[config.mk]
export PLATFORM = sky130hd
export DESIGN_NAME = code_correlator_iq_top
export DESIGN_NICKNAME = d
export VERILOG_FILES = /design/src/sv/cci_pkg.sv /design/src/sv/code_correlator_iq_top.sv /design/src/sv/cci_ram.sv /design/src/sv/cci_queue.sv /design/src/sv/cci_front.sv /design/src/sv/cci_back.sv
export VERILOG_INCLUDE_DIRS = /design/src /design/src/sv
export SDC_FILE = /design/constraint.sdc
export NUM_CORES = 2
export LEC_CHECK = 0
export CAP_MARGIN = 20
export CORE_MARGIN = 2
export CORE_UTILIZATION = 40
export CTS_BUF_LIST = sky130_fd_sc_hd__clkbuf_2 sky130_fd_sc_hd__clkbuf_4 sky130_fd_sc_hd__clkbuf_8
export CTS_CLUSTER_DIAMETER = 150
export DETAILED_ROUTE_END_ITERATION = 16
export DONT_BUFFER_PORTS = 1
export GPL_TIMING_DRIVEN = 1
export SLEW_MARGIN = 20
export SYNTH_ARGS = -nofsm -noshare
export SYNTH_HDL_FRONTEND = slang
export SYNTH_SLANG_ARGS = --single-unit
[constraint.sdc]
create_clock -name clk_i -period 17.2 [get_ports clk_i]
set_input_delay 3.44 -clock clk_i [delete_from_list [all_inputs] [get_ports clk_i]]
set_output_delay 3.44 -clock clk_i [all_outputs]
set_load 0.1 [all_outputs]
[src/sv/code_correlator_iq_top_defines.svh]
// Assertion macros shared by the code correlator RTL.
`ifndef CODE_CORRELATOR_IQ_TOP_DEFINES_SVH
`define CODE_CORRELATOR_IQ_TOP_DEFINES_SVH

`ifndef NO_ASSERTIONS

`define CCI_ASSERT_IMP(lbl, clk, rstn, ante, cons) \
  lbl: assert property (@(posedge clk) disable iff (!rstn) (ante) |-> (cons)) \
    else $error("same-cycle check failed");

`define CCI_ASSERT_NXT(lbl, clk, rstn, ante, cons) \
  lbl: assert property (@(posedge clk) disable iff (!rstn) (ante) |=> (cons)) \
    else $error("next-cycle check failed");

`else

`define CCI_ASSERT_IMP(lbl, clk, rstn, ante, cons)

`define CCI_ASSERT_NXT(lbl, clk, rstn, ante, cons)

`endif

`endif

[src/sv/cci_pkg.sv]
// Shared types and constants for the code correlator.
package cci_pkg;

  localparam int unsigned FRAC_BITS   = 20;
  localparam int unsigned ACC_W       = 29;
  localparam int unsigned STEP_W      = 24;
  localparam int unsigned REM_W       = 20;
  localparam int unsigned SPACING_W   = 22;
  localparam int unsigned DUMP_W      = 13;
  localparam int unsigned CFG_DATA_W  = 24;
  localparam int unsigned CFG_IDX_W   = 2;
  localparam int unsigned ADDR_IN_W   = 11;
  localparam int unsigned OUT_TDATA_W = 64;
  localparam int unsigned QUEUE_DEPTH = 4;
  localparam int unsigned QPTR_W      = 2;
  localparam int unsigned QCNT_W      = 3;

  localparam logic [STEP_W-1:0]           STEP_RST    = 24'd107269;
  localparam logic [REM_W-1:0]            REM_RST     = 20'd0;
  localparam logic signed [SPACING_W-1:0] SPACING_RST = 22'sd524288;
  localparam logic [DUMP_W-1:0]           DUMP_RST    = 13'd5;

  typedef enum logic [CFG_IDX_W-1:0] {
    REG_CODE_STEP    = 2'd0,
    REG_REM_PHASE    = 2'd1,
    REG_SPACING      = 2'd2,
    REG_DUMP_LENGTH  = 2'd3
  } cfg_reg_e;

  typedef enum logic {
    OP_LOAD   = 1'b0,
    OP_SAMPLE = 1'b1
  } op_e;

  // Control part of one queued command
  typedef struct packed {
    logic is_sample;
    logic ok;      // load: address in range; sample: index in table
    logic last;    // sample closes the dump
    logic chip;    // load value
  } cmd_t;

  typedef struct packed {
    logic full;
    logic empty;
  } q_stat_t;

  typedef struct packed {
    logic pop;
    logic busy;    // read stage holds a sample
  } back_stat_t;

endpackage

[src/sv/code_correlator_iq_top.sv]
// Spreading-code correlator, one tap, I and Q: top level.
// Throughput: one item per cycle, load or sample, while the queue is not full (a stalled result can fill it).
// m_axis_tvalid rises once a dump's closing sample has passed the queue write on the accepting edge,
// the code table read and the result register; a stall on the result output delays it.
// Reset clears phase, count, sums, queue and result valid, and reloads config defaults;
// the code table is not cleared and must be loaded before use.
`include "code_correlator_iq_top_defines.svh"

module code_correlator_iq_top #(
  parameter int unsigned CODE_DEPTH  = 2048,
  parameter int unsigned MAX_DUMP    = 4096,
  parameter int unsigned SAMPLE_BITS = 16
) (
  input  logic                                 clk_i,
  input  logic                                 rst_ni,
  input  logic                                 cfg_we_i,
  input  logic [cci_pkg::CFG_IDX_W-1:0]        cfg_index_i,
  input  logic [cci_pkg::CFG_DATA_W-1:0]       cfg_data_i,
  input  logic                                 s_axis_tvalid,
  output logic                                 s_axis_tready,
  // chip_address, chip_value, i_sample, q_sample (low bits up), zero padded
  input  logic [((12+2*SAMPLE_BITS+7)/8)*8-1:0] s_axis_tdata,
  // op
  input  logic                                 s_axis_tuser,
  output logic                                 m_axis_tvalid,
  input  logic                                 m_axis_tready,
  // i_corr, q_corr (low bits up), zero padded
  output logic [cci_pkg::OUT_TDATA_W-1:0]      m_axis_tdata,
  // index_fault
  output logic                                 m_axis_tuser
);

  localparam int unsigned ADDR_W = $clog2(CODE_DEPTH);
  localparam int unsigned CMD_W  = $bits(cci_pkg::cmd_t);
  localparam int unsigned Q_W    = CMD_W + ADDR_W + 2 * SAMPLE_BITS;
  localparam int unsigned I_LO   = cci_pkg::ADDR_IN_W + 1;

  cci_pkg::q_stat_t              q_stat;
  cci_pkg::back_stat_t           b_stat;
  cci_pkg::cmd_t                 f_cmd, b_cmd;
  logic [ADDR_W-1:0]             f_addr, b_addr;
  logic                          f_push;
  logic signed [SAMPLE_BITS-1:0] in_i, in_q, b_i, b_q;
  logic [Q_W-1:0]                push_data, pop_data;
  logic signed [cci_pkg::ACC_W-1:0] i_corr, q_corr;

  assign in_i = s_axis_tdata[I_LO +: SAMPLE_BITS];
  assign in_q = s_axis_tdata[I_LO + SAMPLE_BITS +: SAMPLE_BITS];

  cci_front #(
    .CODE_DEPTH  (CODE_DEPTH),
    .MAX_DUMP    (MAX_DUMP)
  ) u_front (
    .clk_i          (clk_i),
    .rst_ni         (rst_ni),
    .cfg_we_i       (cfg_we_i),
    .cfg_index_i    (cfg_index_i),
    .cfg_data_i     (cfg_data_i),
    .in_valid_i     (s_axis_tvalid),
    .in_ready_o     (s_axis_tready),
    .op_i           (s_axis_tuser),
    .chip_address_i (s_axis_tdata[cci_pkg::ADDR_IN_W-1:0]),
    .chip_value_i   (s_axis_tdata[cci_pkg::ADDR_IN_W]),
    .q_stat_i       (q_stat),
    .push_o         (f_push),
    .cmd_o          (f_cmd),
    .addr_o         (f_addr)
  );

  assign push_data = {in_q, in_i, f_addr, f_cmd};

  cci_queue #(
    .WIDTH (Q_W)
  ) u_queue (
    .clk_i       (clk_i),
    .rst_ni      (rst_ni),
    .push_i      (f_push),
    .push_data_i (push_data),
    .pop_i       (b_stat.pop),
    .pop_data_o  (pop_data),
    .stat_o      (q_stat)
  );

  assign {b_q, b_i, b_addr, b_cmd} = pop_data;

  cci_back #(
    .CODE_DEPTH  (CODE_DEPTH),
    .SAMPLE_BITS (SAMPLE_BITS)
  ) u_back (
    .clk_i         (clk_i),
    .rst_ni        (rst_ni),
    .q_stat_i      (q_stat),
    .cmd_i         (b_cmd),
    .addr_i        (b_addr),
    .i_sample_i    (b_i),
    .q_sample_i    (b_q),
    .stat_o        (b_stat),
    .out_valid_o   (m_axis_tvalid),
    .out_ready_i   (m_axis_tready),
    .i_corr_o      (i_corr),
    .q_corr_o      (q_corr),
    .index_fault_o (m_axis_tuser)
  );

  assign m_axis_tdata = {{(cci_pkg::OUT_TDATA_W - 2 * cci_pkg::ACC_W){1'b0}}, q_corr, i_corr};

  `CCI_ASSERT_IMP(a_queue_flags, clk_i, rst_ni, 1'b1, !(q_stat.full && q_stat.empty))
  `CCI_ASSERT_NXT(a_full_blocks_input, clk_i, rst_ni, q_stat.full && !b_stat.pop, !s_axis_tready)
  `CCI_ASSERT_IMP(a_result_from_stage, clk_i, rst_ni, $rose(m_axis_tvalid), $past(b_stat.busy))

endmodule

[src/sv/cci_ram.sv]
// Generic single-port RAM with registered read.
module cci_ram #(
  parameter int unsigned WIDTH = 1,
  parameter int unsigned DEPTH = 2048
) (
  input  logic                     clk_i,
  input  logic                     en_i,
  input  logic                     we_i,
  input  logic [$clog2(DEPTH)-1:0] addr_i,
  input  logic [WIDTH-1:0]         wdata_i,
  output logic [WIDTH-1:0]         rdata_o
);

  logic [WIDTH-1:0] mem_q [DEPTH];
  logic [WIDTH-1:0] rdata_q;

  always_ff @(posedge clk_i) begin
    if (en_i) begin
      if (we_i) begin
        mem_q[addr_i] <= wdata_i;
      end else begin
        rdata_q <= mem_q[addr_i];
      end
    end
  end

  assign rdata_o = rdata_q;

endmodule

[src/sv/cci_queue.sv]
// Short FIFO between the front and back halves.
module cci_queue #(
  parameter int unsigned WIDTH = 8
) (
  input  logic                 clk_i,
  input  logic                 rst_ni,
  input  logic                 push_i,
  input  logic [WIDTH-1:0]     push_data_i,
  input  logic                 pop_i,
  output logic [WIDTH-1:0]     pop_data_o,
  output cci_pkg::q_stat_t     stat_o
);

  logic [WIDTH-1:0]            slot_q [cci_pkg::QUEUE_DEPTH];
  logic [cci_pkg::QPTR_W-1:0]  wptr_q, wptr_d;
  logic [cci_pkg::QPTR_W-1:0]  rptr_q, rptr_d;
  logic [cci_pkg::QCNT_W-1:0]  cnt_q, cnt_d;
  logic                        do_push, do_pop;

  assign stat_o.full  = (cnt_q == cci_pkg::QCNT_W'(cci_pkg::QUEUE_DEPTH));
  assign stat_o.empty = (cnt_q == '0);
  assign do_push = push_i && !stat_o.full;
  assign do_pop  = pop_i && !stat_o.empty;
  assign pop_data_o = slot_q[rptr_q];

  always_comb begin
    wptr_d = do_push ? wptr_q + 1'b1 : wptr_q;
    rptr_d = do_pop ? rptr_q + 1'b1 : rptr_q;
    cnt_d  = cnt_q;
    if (do_push && !do_pop) begin
      cnt_d = cnt_q + 1'b1;
    end else if (do_pop && !do_push) begin
      cnt_d = cnt_q - 1'b1;
    end
  end

  always_ff @(posedge clk_i or negedge rst_ni) begin
    if (!rst_ni) begin
      wptr_q <= '0;
      rptr_q <= '0;
      cnt_q  <= '0;
    end else begin
      wptr_q <= wptr_d;
      rptr_q <= rptr_d;
      cnt_q  <= cnt_d;
    end
  end

  always_ff @(posedge clk_i) begin
    if (do_push) begin
      slot_q[wptr_q] <= push_data_i;
    end
  end

endmodule

[src/sv/cci_front.sv]
// Front half: config registers, code phase tracking, chip index and dump count.
module cci_front #(
  parameter int unsigned CODE_DEPTH  = 2048,
  parameter int unsigned MAX_DUMP    = 4096
) (
  input  logic                                  clk_i,
  input  logic                                  rst_ni,
  input  logic                                  cfg_we_i,
  input  logic [cci_pkg::CFG_IDX_W-1:0]         cfg_index_i,
  input  logic [cci_pkg::CFG_DATA_W-1:0]        cfg_data_i,
  input  logic                                  in_valid_i,
  output logic                                  in_ready_o,
  input  logic                                  op_i,
  input  logic [cci_pkg::ADDR_IN_W-1:0]         chip_address_i,
  input  logic                                  chip_value_i,
  input  cci_pkg::q_stat_t                      q_stat_i,
  output logic                                  push_o,
  output cci_pkg::cmd_t                         cmd_o,
  output logic [$clog2(CODE_DEPTH)-1:0]         addr_o
);

  localparam int unsigned ADDR_W  = $clog2(CODE_DEPTH);
  localparam int unsigned CNT_W   = $clog2(MAX_DUMP + 1);
  localparam int unsigned LEN_W   = (CNT_W > cci_pkg::DUMP_W) ? CNT_W : cci_pkg::DUMP_W;
  localparam int unsigned PHASE_W = cci_pkg::STEP_W + CNT_W + 2;
  localparam int unsigned UPPER_W = PHASE_W - cci_pkg::FRAC_BITS;
  localparam logic signed [PHASE_W-1:0] ROUND_UP = PHASE_W'((1 << cci_pkg::FRAC_BITS) - 1);

  logic [cci_pkg::STEP_W-1:0]           step_q;
  logic [cci_pkg::REM_W-1:0]            rem_q;
  logic signed [cci_pkg::SPACING_W-1:0] spacing_q;
  logic [cci_pkg::DUMP_W-1:0]           dump_q;

  logic signed [PHASE_W-1:0] phase_q, phase_d;
  logic [CNT_W-1:0]          count_q, count_d;

  logic signed [PHASE_W-1:0] start_phase, cur_phase, ceil_sum;
  logic [LEN_W-1:0]          len_raw, len_eff, cnt_inc;
  logic                      accept, is_sample, idx_ok, last;

  assign in_ready_o = !q_stat_i.full;
  assign accept     = in_valid_i && in_ready_o;
  assign is_sample  = (op_i == cci_pkg::OP_SAMPLE);

  // Config writes
  always_ff @(posedge clk_i or negedge rst_ni) begin
    if (!rst_ni) begin
      step_q    <= cci_pkg::STEP_RST;
      rem_q     <= cci_pkg::REM_RST;
      spacing_q <= cci_pkg::SPACING_RST;
      dump_q    <= cci_pkg::DUMP_RST;
    end else if (cfg_we_i) begin
      case (cfg_index_i)
        cci_pkg::REG_CODE_STEP:   step_q    <= cfg_data_i[cci_pkg::STEP_W-1:0];
        cci_pkg::REG_REM_PHASE:   rem_q     <= cfg_data_i[cci_pkg::REM_W-1:0];
        cci_pkg::REG_SPACING:     spacing_q <= cfg_data_i[cci_pkg::SPACING_W-1:0];
        cci_pkg::REG_DUMP_LENGTH: dump_q    <= cfg_data_i[cci_pkg::DUMP_W-1:0];
        default: ;
      endcase
    end
  end

  always_comb begin
    start_phase = $signed({{(PHASE_W-cci_pkg::REM_W){1'b0}}, rem_q}) + PHASE_W'(spacing_q);
    cur_phase   = (count_q == '0) ? start_phase : phase_q;
    // ceil(phase) in whole chips; non-negative sum means phase > -1 chip
    ceil_sum    = cur_phase + ROUND_UP;
    idx_ok      = !ceil_sum[PHASE_W-1] &&
                  (ceil_sum[PHASE_W-1:cci_pkg::FRAC_BITS] < UPPER_W'(CODE_DEPTH));

    len_raw = LEN_W'(dump_q);
    if (len_raw == '0) begin
      len_eff = LEN_W'(1);
    end else if (len_raw > LEN_W'(MAX_DUMP)) begin
      len_eff = LEN_W'(MAX_DUMP);
    end else begin
      len_eff = len_raw;
    end
    cnt_inc = LEN_W'(count_q) + LEN_W'(1);
    last    = (cnt_inc >= len_eff);

    count_d = count_q;
    phase_d = phase_q;
    if (accept && is_sample) begin
      count_d = last ? '0 : CNT_W'(cnt_inc);
      phase_d = last ? '0 : cur_phase + $signed({{(PHASE_W-cci_pkg::STEP_W){1'b0}}, step_q});
    end
  end

  always_ff @(posedge clk_i or negedge rst_ni) begin
    if (!rst_ni) begin
      phase_q <= '0;
      count_q <= '0;
    end else begin
      phase_q <= phase_d;
      count_q <= count_d;
    end
  end

  always_comb begin
    push_o          = accept;
    cmd_o.is_sample = is_sample;
    cmd_o.ok        = is_sample ? idx_ok
                                : (32'(chip_address_i) < 32'(CODE_DEPTH));
    cmd_o.last      = is_sample && last;
    cmd_o.chip      = chip_value_i;
    addr_o          = is_sample ? ADDR_W'(ceil_sum[PHASE_W-1:cci_pkg::FRAC_BITS])
                                : ADDR_W'(chip_address_i);
  end

endmodule

[src/sv/cci_back.sv]
// Back half: code table, chip read, I/Q accumulation and result register.
module cci_back #(
  parameter int unsigned CODE_DEPTH  = 2048,
  parameter int unsigned SAMPLE_BITS = 16
) (
  input  logic                                  clk_i,
  input  logic                                  rst_ni,
  input  cci_pkg::q_stat_t                      q_stat_i,
  input  cci_pkg::cmd_t                         cmd_i,
  input  logic [$clog2(CODE_DEPTH)-1:0]         addr_i,
  input  logic signed [SAMPLE_BITS-1:0]         i_sample_i,
  input  logic signed [SAMPLE_BITS-1:0]         q_sample_i,
  output cci_pkg::back_stat_t                   stat_o,
  output logic                                  out_valid_o,
  input  logic                                  out_ready_i,
  output logic signed [cci_pkg::ACC_W-1:0]      i_corr_o,
  output logic signed [cci_pkg::ACC_W-1:0]      q_corr_o,
  output logic                                  index_fault_o
);

  localparam int unsigned ACC_W = cci_pkg::ACC_W;

  logic                         pop, s1_ready, s1_adv, chip;
  logic                         ram_en;
  logic                         ram_rdata;
  logic                         s1_valid_q, s1_ok_q, s1_last_q;
  logic signed [SAMPLE_BITS-1:0] s1_i_q, s1_q_q;
  logic signed [ACC_W-1:0]      acc_i_q, acc_q_q, acc_i_new, acc_q_new, i_ext, q_ext;
  logic                         fault_q, fault_new;
  logic                         out_valid_q, out_valid_d;
  logic signed [ACC_W-1:0]      out_i_q, out_q_q;
  logic                         out_fault_q;

  assign s1_adv   = s1_valid_q && (!s1_last_q || !out_valid_q || out_ready_i);
  assign s1_ready = !s1_valid_q || s1_adv;
  assign pop      = !q_stat_i.empty && s1_ready;
  assign ram_en   = pop && cmd_i.ok;

  assign stat_o.pop  = pop;
  assign stat_o.busy = s1_valid_q;

  cci_ram #(
    .WIDTH (1),
    .DEPTH (CODE_DEPTH)
  ) u_code_ram (
    .clk_i   (clk_i),
    .en_i    (ram_en),
    .we_i    (!cmd_i.is_sample),
    .addr_i  (addr_i),
    .wdata_i (cmd_i.chip),
    .rdata_o (ram_rdata)
  );

  // Read stage: chip comes out of the RAM in the cycle after the pop
  always_ff @(posedge clk_i or negedge rst_ni) begin
    if (!rst_ni) begin
      s1_valid_q <= 1'b0;
    end else if (s1_ready) begin
      s1_valid_q <= pop && cmd_i.is_sample;
    end
  end

  always_ff @(posedge clk_i) begin
    if (pop) begin
      s1_ok_q   <= cmd_i.ok;
      s1_last_q <= cmd_i.last;
      s1_i_q    <= i_sample_i;
      s1_q_q    <= q_sample_i;
    end
  end

  always_comb begin
    chip      = ram_rdata;
    i_ext     = ACC_W'(s1_i_q);
    q_ext     = ACC_W'(s1_q_q);
    acc_i_new = acc_i_q;
    acc_q_new = acc_q_q;
    if (s1_ok_q) begin
      acc_i_new = chip ? acc_i_q + i_ext : acc_i_q - i_ext;
      acc_q_new = chip ? acc_q_q + q_ext : acc_q_q - q_ext;
    end
    fault_new = fault_q || !s1_ok_q;
  end

  always_ff @(posedge clk_i or negedge rst_ni) begin
    if (!rst_ni) begin
      acc_i_q <= '0;
      acc_q_q <= '0;
      fault_q <= 1'b0;
    end else if (s1_adv) begin
      if (s1_last_q) begin
        acc_i_q <= '0;
        acc_q_q <= '0;
        fault_q <= 1'b0;
      end else begin
        acc_i_q <= acc_i_new;
        acc_q_q <= acc_q_new;
        fault_q <= fault_new;
      end
    end
  end

  // Result register
  always_comb begin
    out_valid_d = out_valid_q && !out_ready_i;
    if (s1_adv && s1_last_q) begin
      out_valid_d = 1'b1;
    end
  end

  always_ff @(posedge clk_i or negedge rst_ni) begin
    if (!rst_ni) begin
      out_valid_q <= 1'b0;
    end else begin
      out_valid_q <= out_valid_d;
    end
  end

  always_ff @(posedge clk_i) begin
    if (s1_adv && s1_last_q) begin
      out_i_q     <= acc_i_new;
      out_q_q     <= acc_q_new;
      out_fault_q <= fault_new;
    end
  end

  assign out_valid_o   = out_valid_q;
  assign i_corr_o      = out_i_q;
  assign q_corr_o      = out_q_q;
  assign index_fault_o = out_fault_q;

endmodule
==> flow_summary.rst <==
.. list-table::
   :header-rows: 1

   * - Metric
     - Value
   * - Number of cells on the worst hold path
     - 2
   * - Highest fanout seen on the critical path
     - 44
   * - Leakage dissipation
     - 39.1 nW
   * - Power density over the cells
     - 188 nW/um^2
   * - Placeable core region
     - 279,000 sq um
   * - Share of layout cells above drive strength 1
     - 0.196
   * - Total power
     - 23.3 mW
   * - Count of buffers added by post-CTS timing repair for setup
     - 0
   * - Number of endpoints failing setup at the final stage
     - 0
   * - Critical path arrival
     - 7.91 ns
   * - Number of synthesized flops with an enable pin
     - 2,330
   * - Post-synthesis sequential element count
     - 2,529
   * - Hold WC Path Type
     - reg2reg
   * - Signed area change from the synthesized netlist to the final layout
     - 10.5%
   * - TritonRoute pass-1 iters
     - 6
   * - FFs w/ async S/R, synth
     - 0.0787
   * - Register clock-pin slew on the reported worst setup and hold paths
     - 0.06 ns
   * - Total CTS buffers
     - 410
   * - Post-layout utilization of the core
     - 0.444
   * - Setup ws final
     - 9.87 ns
   * - DRC viols
     - 0
   * - Number of hold violations in the final report
     - 0
   * - Clock tree from TritonCTS
     - done
   * - Worst-case clock skew
     - 0.0729 ns
   * - Total via count after detailed routing
     - 67,800
   * - Yosys top cell by area
     - edfxtp_1
   * - Syn. warnings
     - 0
   * - Number of DRC markers after the initial detailed-route iteration
     - 8,115
   * - Most frequent cell after synthesis
     - edfxtp_1
   * - Pin count of the biggest net entering global routing
     - 310
   * - Initial Utilization
     - 0.401
   * - Wire length of the first global-routing pass
     - 445,000 um
   * - Number of global-route vias before repair
     - 68,000
   * - Unrepaired setup endpoints after global routing
     - false
   * - Highest Clock Rate
     - 0.136 GHz
   * - Initial antenna violation count
     - 7
   * - Maximum resistive drop on vdd
     - 182 uV
   * - Area enclosed by the die boundary
     - 284,000 sq um
   * - Leading post-synthesis cells by cell area
     - edfxtp_1 62%, mux4_2 11%, nor2_1 7.3%
   * - Clock H-tree levels
     - 5
   * - CTS root buffer
     - clkbuf_8
   * - Port buffer count
     - 0
   * - DRT antenna net count
     - 0
   * - Actual transition at the worst max-transition pin
     - 1.25 ns
   * - Maximum clock insertion buffer count
     - 4
   * - Total negative slack for setup checks
     - 0 ns
   * - Final RePlAce weighted congestion
     - 0.834
   * - Number of sinks handled by clock tree synthesis
     - 2,529
   * - Post-Synthesis Cells
     - 7,870
   * - Worst slack after detailed placement
     - 9.93 ns
   * - Sort of element at the end of the critical path
     - register
   * - Half-perimeter wire length of the detailed placement result
     - 161,000 um
   * - # resized after CTS
     - 0
   * - Final net count
     - 7,976
   * - Count of cells along the worst register-to-register path
     - 14
   * - Height of the die
     - 533 um
   * - List of most frequent post-synthesis cells
     - 2,330 x edfxtp_1, 2,173 x nor2_1, 560 x mux4_2
   * - CP Launch Type
     - register
   * - Yosys cell types
     - 89
   * - Number of maximum-capacitance constraint violations
     - 0
   * - Normalized max-slew margin
     - 0.165
   * - Sequential-to-total area share from yosys stat
     - 0.669
   * - Share of the synthesized area in the top cell type
     - 0.624
   * - Die width
     - 533 um
   * - Crit path kind
     - reg2reg
   * - Ys flop type
     - edfxtp_1
   * - Routed vias/inst
     - 5.74
   * - Status
     - completed
   * - I/O pin count
     - 147
   * - Gr ovfl total
     - 0
   * - Data required time of the worst path
     - 17.78 ns
   * - Minimum clock period after layout
     - 7.33 ns
   * - Row count
     - 194
   * - CTS hold repair buffers
     - 0
   * - Slew Limit Fails
     - 0
   * - Cell area after synthesis
     - 112,000 sq um
   * - Worst-Skew Late Latency
     - 1.04 ns
   * - Final WL
     - 304,000 um
   * - Post-detailed-route wirelength per cell
     - 25.7 um
   * - Total global-route track usage
     - 0.209
   * - Share of the clock period used by the worst path
     - 0.426
   * - Syn Area/Cell
     - 14.2 sq um
==> layout make-up <==
class | count | area (sq um)
flip-flops and latches | 2529 | 75000
clock buffers | 547 | 6760
multi-input cells | 4632 | 34800
diodes | 1 | 2.50
inverters | 55 | 206
clock inverters | 175 | 1160
fillers | 25000 | 155000
repair buffers | 145 | 1250
well taps | 3724 | 4660
==> through the flow <==
step | cells | area (sq um) | hold slack, ns
after floorplan | 7875 | 112000 | 0.443
after global placement | 11100 | 116000 | 0.460
after detailed placement | 11100 | 116000 | 0.469
after CTS | 11800 | 124000 | 0.482
after global routing | 11800 | 124000 | 0.515
final | 11800 | 124000 | 0.480
==> cells in the final DEF, fill, tap and decap left out, types with 26 or more instances in the layout <==
master / n
xor2_1: 63
xnor2_1: 77
a21o_1: 56
buf_4: 129
nor2_1: 2153
mux4_2: 559
a31oi_1: 29
nor3_1: 44
clkbuf_8: 424
clkbuf_4: 123
a22o_1: 70
nand4_1: 41
mux2i_1: 56
dfrtp_1: 187
edfxtp_1: 2330
ha_1: 118
inv_1: 54
o21ai_0: 126
clkinv_1: 102
nand3_1: 60
clkinv_2: 40
o31ai_1: 26
a21oi_1: 138
mux2_2: 136
nand2_1: 301
nand2_4: 32
nand2b_1: 28
a22oi_1: 143
==> state kept, by name, summed over array words and instances, names as in the netlist, 16 cells and up <==
signal / cells
u_back.acc_i_q: 29
u_back.acc_q_q: 29
u_back.i_corr_o: 29
u_back.q_corr_o: 29
u_back.s1_i_q: 16
u_back.s1_q_q: 16
u_back.u_code_ram.mem_q: 2048
u_front.phase_q: 39
u_front.rem_q: 20
u_front.spacing_q: 22
u_front.step_q: 24
u_queue.slot_q: 188
==> where the power goes <==
group / switching (mW) / internal, mW
registers: 0.805 / 8.22
clock network: 2.39 / 2.73
logic: 5.84 / 3.32
total: 9.04 / 14.3
==> cell families after synthesis <==
family / Yosys count / synth area share
simple gates: 2823 / 0.101
mux: 756 / 0.132
buf+inv: 714 / 0.0248
fa+ha+maj: 128 / 0.0145
compound gates: 779 / 0.0482
xor+xnor: 140 / 0.0109
flops: 2529 / 0.669
other cells: 1 / 0.0000335
==> path summary, 6_finish.rpt <==
check                      slack (ns)                            from                             endpoint
setup / recovery                 9.87   u_queue.rptr_q[0]$_DFFE_PN0P_  u_back.u_code_ram.rdata_o$_DFFE_PP_
hold reg to reg                  0.48  u_front.phase_q[8]$_DFFE_PN0P_       u_front.phase_q[8]$_DFFE_PN0P_
hold / removal                   0.48  u_front.phase_q[8]$_DFFE_PN0P_       u_front.phase_q[8]$_DFFE_PN0P_
min in group asynchronous        2.16                          rst_ni         u_front.rem_q[5]$_DFFE_PN0P_
setup reg to reg                 9.87   u_queue.rptr_q[0]$_DFFE_PN0P_  u_back.u_code_ram.rdata_o$_DFFE_PP_
max in group asynchronous       14.42                          rst_ni       u_back.acc_q_q[24]$_DFFE_PN0P_
==> metal layers <==
layer,vias up,part of all wire,global-route usage
li1,29100,-,-
met2,2783,0.49,0.347
met5,-,0.000016,0
met4,2,0.029,0.0661
met1,35400,0.40,0.279
met3,555,0.084,0.0376
==> worst max-delay path: stages, from the launching register on <==
cell	delay, ns
dfrtp_4	0.60
buf_4	0.77
mux2_4	0.61
buf_4	0.63
nor2_4	0.25
buf_4	0.35
buf_4	0.39
a22oi_1	0.36
a41oi_1	0.29
a21oi_1	0.65
nand4_1	0.33
nand2_1	0.17
nand3_1	0.21
nor4bb_1	0.70
nand4_1	0.44
Note: power is estimated with default switching activity, not from simulation.
